[config.mk]
export PLATFORM = sky130hd
export DESIGN_NAME = csgu_div
export DESIGN_NICKNAME = d
export VERILOG_FILES = /design/src/design/csgu_pkg.sv /design/src/design/csgu_div.sv
export SDC_FILE = /design/constraint.sdc
export NUM_CORES = 1
export LEC_CHECK = 0
export ABC_AREA = 1
export BUFFER_PORTS_ARGS = -buffer_cell sky130_fd_sc_hd__buf_4
export CORE_ASPECT_RATIO = 0.7
export CORE_UTILIZATION = 25
export DETAILED_ROUTE_END_ITERATION = 8
export GPL_TIMING_DRIVEN = 0
export PLACE_DENSITY_LB_ADDON = 0.1
export SYNTH_ARGS = -nofsm -noshare
export SYNTH_HDL_FRONTEND = slang
export SYNTH_SLANG_ARGS = --single-unit
[constraint.sdc]
create_clock -name clock -period 4.4 [get_ports clock]
set_input_delay 0.44 -clock clock [delete_from_list [all_inputs] [get_ports clock]]
set_output_delay 0.44 -clock clock [all_outputs]
set_load 0.05 [all_outputs]
[src/design/csgu_pkg.sv]
// Shared types and constants for the centred scaled Gram block.
`timescale 1ns / 1ps
package csgu_pkg;

   localparam int C_W  = 33;  // centred value, signed Q16.16
   localparam int Q_W  = 49;  // quotient magnitude, Q.16
   localparam int D_W  = 31;  // divisor
   localparam int LO_W = 25;  // low slice of quotient for the multiplier
   localparam int HI_W = Q_W - LO_W;
   localparam int P_W  = LO_W + C_W;  // partial product
   localparam int F_W  = P_W + LO_W;  // full product magnitude
   localparam int S_W  = 64;  // accumulator entry

   localparam logic REQ_LOAD = 1'b0;
   localparam logic REQ_READ = 1'b1;

   typedef struct packed {
      logic busy;
      logic done;
   } div_status_type;

endpackage

[src/design/csgu_div.sv]
// Restoring divider, one quotient bit per cycle.
`timescale 1ns / 1ps
module csgu_div
   import csgu_pkg::*;
(
   input  logic               clock,
   input  logic               reset,
   input  logic               start,
   input  logic [Q_W-1:0]     numer,
   input  logic [D_W-1:0]     denom,
   output div_status_type     status,
   output logic [Q_W-1:0]     quot
);

   localparam int CNT_W = $clog2(Q_W);

   logic [Q_W-1:0]   num_ff, num_in;
   logic [D_W:0]     rem_ff, rem_in;
   logic [D_W-1:0]   den_ff, den_in;
   logic [CNT_W-1:0] cnt_ff, cnt_in;
   logic             busy_ff, busy_in;
   logic             done_ff, done_in;
   logic [D_W:0]     rem_sh;
   logic [D_W+1:0]   diff;
   logic             ge;

   always_comb begin
      rem_sh  = {rem_ff[D_W-1:0], num_ff[Q_W-1]};
      diff    = {1'b0, rem_sh} - {2'b00, den_ff};
      ge      = ~diff[D_W+1];
      num_in  = num_ff;
      rem_in  = rem_ff;
      den_in  = den_ff;
      cnt_in  = cnt_ff;
      busy_in = busy_ff;
      done_in = 1'b0;
      if (start) begin
         num_in  = numer;
         rem_in  = '0;
         den_in  = denom;
         cnt_in  = '0;
         busy_in = 1'b1;
      end else if (busy_ff) begin
         num_in = {num_ff[Q_W-2:0], ge};
         rem_in = ge ? diff[D_W:0] : rem_sh;
         cnt_in = cnt_ff + 1'b1;
         if (cnt_ff == CNT_W'(Q_W - 1)) begin
            busy_in = 1'b0;
            done_in = 1'b1;
         end
      end
   end

   always_ff @(posedge clock) begin
      num_ff <= num_in;
      rem_ff <= rem_in;
      den_ff <= den_in;
      cnt_ff <= cnt_in;
      if (reset) begin
         busy_ff <= 1'b0;
         done_ff <= 1'b0;
      end else begin
         busy_ff <= busy_in;
         done_ff <= done_in;
      end
   end

   assign status.busy = busy_ff;
   assign status.done = done_ff;
   assign quot        = num_ff;

endmodule

# After elaboration in Yosys (flattened, before gate mapping)
# Index checks and enable logic that the tools add are counted.
# totals
register_bits	119
input_bits	83
word_cells	20
# classes
muxes	7
bitwise_logic	2
addsub	2
n_reduce_logical	2
eq_ne	1
# ops
operator	n
2-to-1 mux 49 bit	2
subtractor 32 x 31 -> 33 bit	1
2-to-1 mux 31 bit	1
adder 6 x 1 -> 6 bit (second input constant)	1
equality test 6 bit (second input constant)	1
2-to-1 mux 1 bit	4
OR reduction 3 bit	1
NOT 1 bit	2
nonzero test 2 bit	1

# Depth between registers and ports, before layout
# Gate-level depths: netlist (run 1).
# depth
word_depth	4
depth_mapped	17
depth_no_buf	16

# Least setup slack after synthesis (run 1)
# Ideal clock, no wire load.
# synth_path
path_kind	input-to-reg
from	input start
to	register num_ff[0] (netlist: quot[0]) (enable)
slack_ps	1518
required_time_ps	3967
t_arrival_ps	2449
cell_stages	4
path_buffers	2
path_cell_list	buf_2 > nor2_1 > inv_1 > clkbuf_1
# synth_via
elab_chain_len	1
# synth_lines
item	line	rtl
start, declared	csgu_div.sv:8	input logic start,
nonzero test 2 bit (no line)	-	
end signal, assigned	csgu_div.sv:55	num_ff <= num_in;
end, declared	csgu_div.sv:17	logic [Q_W-1:0] num_ff, num_in;
# No other way between the ends.
# A chain may end at the register's enable or synchronous reset.

# Worst setup path after layout (run 1)
# layout_path
from	input start
to	register num_ff[1] (netlist: quot[1]) (enable)
# Same word-level chain as after synthesis.

==> flow_metrics.tcl, run 1 <==
set metrics [dict create \
    post_cts_buffers 0 \
    die_w_um 208 \
    ctsResizeCount 0 \
    status "completed" \
    vias 6674 \
    grt_pass1_wl_mm 35.9 \
    cts_tree "done" \
    vdd_drop_max_v 0.000182 \
    min_period_ns 2.77 \
    grt_overflow 0 \
    routed_via_density 4.18 \
    boundaryPins 134 \
    setup.worst_path.end "quot[1]" \
    grt_usage_pct 15.5 \
    synth_seq_cells 119 \
    cap_viol_max_count 0 \
    yosysTopAreaCell "edfxtp_1" \
    final_common_cell "nand2_1" \
    p_per_area_nw_per_um2 362 \
    holdCritPathClass "in -> reg" \
    yosysWarnings 0 \
    period_share_pct 62.9 \
    critical_path_class "in -> reg" \
    rr_worst_depth 16 \
    rsz0062_at_grt "false" \
    core_um2 29100 \
    syn_avg_cell_area_um2 7.05 \
    crit_start "start" \
    setup_ws_ns 1.63 \
    cts-root-buf "clkbuf_16" \
    dpl.hpwl_mm 17.5 \
    h-tree-depth 4 \
    rows 52 \
    syn-num-nets 1172 \
    end_kind "register" \
    tightest_slew_ns 0.888 \
    port_buffers 133 \
    clk_latency_ns 0.43 \
    path_clk_slew_ns 0.06 \
    yosysSeqAreaShare_pct 42.8 \
    finalPower_mw 3.47 \
    rr_startpoint "quot[48]" \
    pre_cts_slack_ns 1.12 \
    p_leak_nw 5.05 \
    regToRegEndpoint "rem_ff[23]" \
    firstDrtPassIters 8 \
    ctsHoldBuffers 0 \
    initial_utilization_pct 25.6 \
    grt_pass1_vias 6554 \
    netlist.area_leader.share_pct 32.3 \
    syn_to_final_growth_pct 28.8 \
    drv_slew 0 \
    n_antenna_cell 0 \
    routed_wl_mm 22.6 \
    drcViolationCount 0 \
    netlist_area_um2 7440 \
    finClkSkew_ns 0.0143 \
    cp_max_fo 58 \
    cp.arrival_ns 2.78 \
    cts_buffer_depth 2 \
    grt_max_degree 59 \
    synth_cell_type_count 33 \
    drt_iter0_drc 345 \
    wl_per_cell_um 14.1 \
    critPathRequiredTime_ns 4.41 \
    setup_viol 0 \
    clock.fmax_ghz 0.361 \
    layout_common_cells "nand2_1 (455), inv_1 (193), buf_4 (137)" \
    relSlewSlack_pct 40.6 \
    fin_tns_setup_ns 0 \
    route.antenna.remaining_nets 0 \
    synth_area_leaders "edfxtp_1 (32%), nand2_1 (23%), dfxtp_1 (10%)" \
    dieArea_um2 30500 \
    clock_sinks 119 \
    globalplace.congestion 0.873 \
    numCtsBuffers 17 \
    syn_inst 1055 \
    final_net_count 1324 \
    r2r_setup_slack_ns 1.68 \
    antenna_found_initial 0 \
    start_kind "primary input" \
    hold_viol 0 \
    fp.dieH_um 146 \
    drive_above_1_share_pct 16.0 \
]
## worst min path at each step
stage | start | endpoint | cells after the start | slack (ns)
after floorplan | rem_ff[15] | rem_ff[15] | 2 | 0.44
after global placement | rem_ff[17] | rem_ff[17] | 2 | 0.46
after detailed placement | rem_ff[20] | rem_ff[20] | 2 | 0.46
after CTS | reset | busy_ff | 2 | 0.16
after global routing | reset | busy_ff | 2 | 0.15
final | denom[21] | den_ff[21] | 1 | 0.18
## critical path, stage by stage
cell	delay, ns
buf_4	0.26
buf_2	0.26
nor2_1	0.69
inv_1	0.44
clkbuf_4	0.63
## stage by stage
| stage | utilization [%] | hold slack, ns | std cells | area, um^2 |
|---|---|---|---|---|
| floorplan | - | 0.444 | 1055 | 7440 |
| global placement | 30.6 | 0.462 | 1566 | 8910 |
| detailed placement | 30.7 | 0.460 | 1566 | 8920 |
| CTS | 32.9 | 0.155 | 1598 | 9580 |
| global route | 32.9 | 0.150 | 1598 | 9580 |
| finish | 32.9 | 0.178 | 1598 | 9580 |
## Yosys cell counts
cell type,count
a21o_1,1
a21oi_1,19
a21oi_4,1
a31oi_1,1
and2_4,2
buf_1,1
buf_2,4
buf_4,4
buf_6,4
clkbuf_1,14
dfxtp_1,39
edfxtp_1,80
fa_1,1
ha_1,33
inv_1,193
inv_2,3
nand2_1,455
nand2_2,3
nand2_4,2
nand3_1,83
nand3b_1,19
nand4_1,5
nor2_1,45
nor2_2,2
nor2_4,2
nor3_1,6
nor3_2,2
nor4_1,1
o21ai_0,3
o21ai_1,14
or2_1,1
xnor2_1,10
xor2_1,2
## state kept, by name (all words and copies together) (netlist names)
register and flops:
busy_ff 1, cnt_ff 6, den_ff 31, done_ff 1, quot 49, rem_ff 31
## cells by family (layout without fill, tap and decap cells)
logic type | after synthesis | after routing | synth area share (%)
simple gates | 628 | 628 | 35.2
buf+inv | 223 | 388 | 11.9
compound gates | 39 | 39 | 2.83
xor+xnor | 12 | 12 | 1.41
fa+ha+maj | 34 | 34 | 5.82
flops | 119 | 119 | 42.8
## per-layer routing
layer | GRT usage (%) | up-vias | wire [um]
li1 | - | 3557 | -
met1 | 23.0 | 2965 | 12300
met2 | 21.6 | 136 | 8870
met3 | 4.86 | 16 | 1240
met4 | 3.52 | 0 | 204
met5 | 0 | - | 0
## where the power goes
group	internal (mW)	total [mW]	switching [mW]
sequential	1.28	1.32	0.0364
clock	1.02	1.60	0.578
combinational	0.177	0.546	0.369
## layout make-up
| class | count | area (um^2) |
|---|---|---|
| Clock buffer | 17 | 425 |
| Buffer | 27 | 155 |
| Multi-Input combinational cell | 713 | 3370 |
| Clock inverter | 15 | 239 |
| Tap cell | 378 | 473 |
| Inverter | 196 | 736 |
| Sequential cell | 119 | 3180 |
| Fill cell | 3144 | 19500 |
| Timing Repair Buffer | 133 | 998 |
(Power assumes the default switching activity.)
==> run 2: changes to the inputs <==
==> constraint.sdc (replaced) <==
create_clock -name clock -period 2.38 [get_ports clock]
set_input_delay 0.238 -clock clock [delete_from_list [all_inputs] [get_ports clock]]
set_output_delay 0.238 -clock clock [all_outputs]
set_load 0.05 [all_outputs]
==> flow_metrics.tcl, run 2 (same netlist as run 1, synthesis figures left out) <==
set metrics [dict create \
    status "completed" \
    tightest_slew_ns 0.842 \
    layout_common_cells "nand2_1 (453), inv_1 (191), buf_4 (145)" \
    drive_above_1_share_pct 17.0 \
    cts_buffer_depth 2 \
    finClkSkew_ns 0.00941 \
    vdd_drop_max_v 0.000287 \
    setup_viol 0 \
    final_util_pct 34.4 \
    grt_max_degree 59 \
    cts-root-buf "clkbuf_16" \
    grtUsageMet2_pct 21.3 \
    largest_register_ffs 49 \
    wl_per_cell_um 14.3 \
    hold_ws_ns 0.0653 \
    critical_path_class "reg -> reg" \
    pwr-share-seq_pct 41.1 \
    use_met1_pct 23.8 \
    pre_cts_slack_ns -0.702 \
    path_delay_family "simple AND/OR/NAND/NOR gates" \
    min_to "quot[47]" \
    hold_viol 0 \
    routed_via_density 4.20 \
    p_leak_nw 5.20 \
    cp.arrival_ns 2.59 \
    critical_path_buf_inv_count 2 \
    cp_common_cell "nand2_1" \
    internal_power_mw 4.14 \
    routed_wl_mm 23.4 \
    rows 52 \
    clock.fmax_ghz 0.442 \
    drcViolationCount 0 \
    grt.busiest_layer "met1" \
    cts_tree "done" \
    fin_tns_setup_ns 0 \
    cp_max_fo 7 \
    critPathRequiredTime_ns 2.71 \
    drt_iter0_drc 443 \
    clock_sinks 119 \
    min_from "numer[47]" \
    hold-path-cell-count 3 \
    grt_pass1_vias 6682 \
    end_kind "register" \
    die_w_um 208 \
    holdCritPathClass "in -> reg" \
    n_antenna_cell 0 \
    slowest_delay_ns 0.41 \
    r2r_setup_slack_ns 0.12 \
    firstDrtPassIters 5 \
    fillers 3166 \
    drv_slew 0 \
    initial_utilization_pct 25.6 \
    clk_latency_ns 0.44 \
    globalplace.congestion 0.880 \
    period_share_pct 95.1 \
    dpl_cell_area_um2 8920 \
    grt_usage_pct 15.8 \
    grt_pass1_wl_mm 36.6 \
    path_clk_slew_ns 0.06 \
    rr_startpoint "den_ff[0]" \
    dieArea_um2 30500 \
    dpl.hpwl_mm 17.6 \
    start_kind "register" \
    p_clk_share_pct 40.8 \
    grtUsageMet3_pct 4.41 \
    rr_worst_depth 15 \
    net-switching-power_mw 1.80 \
    numCtsBuffers 17 \
    setup_ws_ns 0.116 \
    final_common_cell "nand2_1" \
    final_cell_area_um2 10000 \
    port_buffers 133 \
    fp.dieH_um 146 \
    regToRegEndpoint "rem_ff[23]" \
    vias 6887 \
    p_comb_share_pct 18.1 \
    antenna_found_initial 1 \
    h-tree-depth 4 \
    grt_overflow 0 \
    final_net_count 1367 \
    cap_viol_max_count 0 \
    sw_frac_of_total_pct 30.3 \
    cp_cell_sequence "ha_4 > fa_2 > inv_2 > nand2_2 > nand2_1 > nand3b_1 > nand2_2 > nand2_1 > nand2_2 > nand2_4 > nand2_8 > buf_12 > nand3_2 > nand2_1 > nand2_1" \
    core_um2 29100 \
    syn_to_final_growth_pct 34.5 \
    p_per_area_nw_per_um2 594 \
    boundaryPins 134 \
    critical_path_depth 15 \
    min_period_ns 2.26 \
    critical-path-slowest-cell "edfxtp_1" \
    route.antenna.remaining_nets 0 \
    relSlewSlack_pct 43.9 \
]
-- run 2: area by class of cell --
cell class              instances  area, um^2  area share, %
repair buffers                176        1450           14.5
inverters                     196         736           7.35
clock inverters                12        92.6          0.925
well taps                     378         473           4.73
clock buffers                  19         454           4.54
multi-input cells             713        3420           34.2
flip-flops and latches        119        3180           31.8
plain buffers                  27         195           1.95
-- run 2: layer usage --
| layer | part of all wire (%) | wire length [um] | up-vias |
|---|---|---|---|
| met1 | 54 | 12700 | 3074 |
| met4 | 1.5 | 352 | 2 |
| met3 | 5.7 | 1330 | 21 |
| met5 | 0.051 | 12 | - |
| li1 | - | - | 3644 |
| met2 | 38 | 8990 | 146 |
-- run 2: worst min-delay path: cells and delay by family --
family	cells	cell delay (ns)
simple gates	2	0.08
buf+inv	1	0.07
-- run 2: worst max-delay path by stage --
stage / slack, ns / endpoint / start
finish: 0.12 / rem_ff[23] / den_ff[0]
global route: -0.005 / rem_ff[17] / quot[48]
CTS: 0.0002 / rem_ff[6] / quot[48]
detailed placement: -0.70 / quot[18] / start
global placement: -1.23 / quot[5] / start
floorplan: 0.005 / rem_ff[12] / quot[48]
-- run 2: power by group through the flow --
stage	logic, mW	registers, mW	clock network (mW)
floorplan	0.340	2.78	0
finish	1.07	2.44	2.43
CTS	1.07	2.44	2.53
global placement	1.02	2.49	0
global route	1.17	2.46	2.61
detailed placement	1.03	2.48	0
-- run 2: per-stage QoR --
| stage | total power, mW | std cells |
|---|---|---|
| 2_1_floorplan | 3.12 | 1055 |
| 6_report | 5.94 | 1640 |
| 5_1_grt | 6.24 | 1640 |
| 3_5_place_dp | 3.51 | 1566 |
| 4_1_cts | 6.04 | 1631 |
| 3_3_place_gp | 3.51 | 1566 |
-- run 2: timing repair --
action,in CTS,in global routing
pin swaps,1,4
hold endpoints to repair,33,0
hold buffers,32,0
setup endpoints to repair,81,81
gates cloned,0,3
gates resized for setup,6,18
setup buffers,2,6
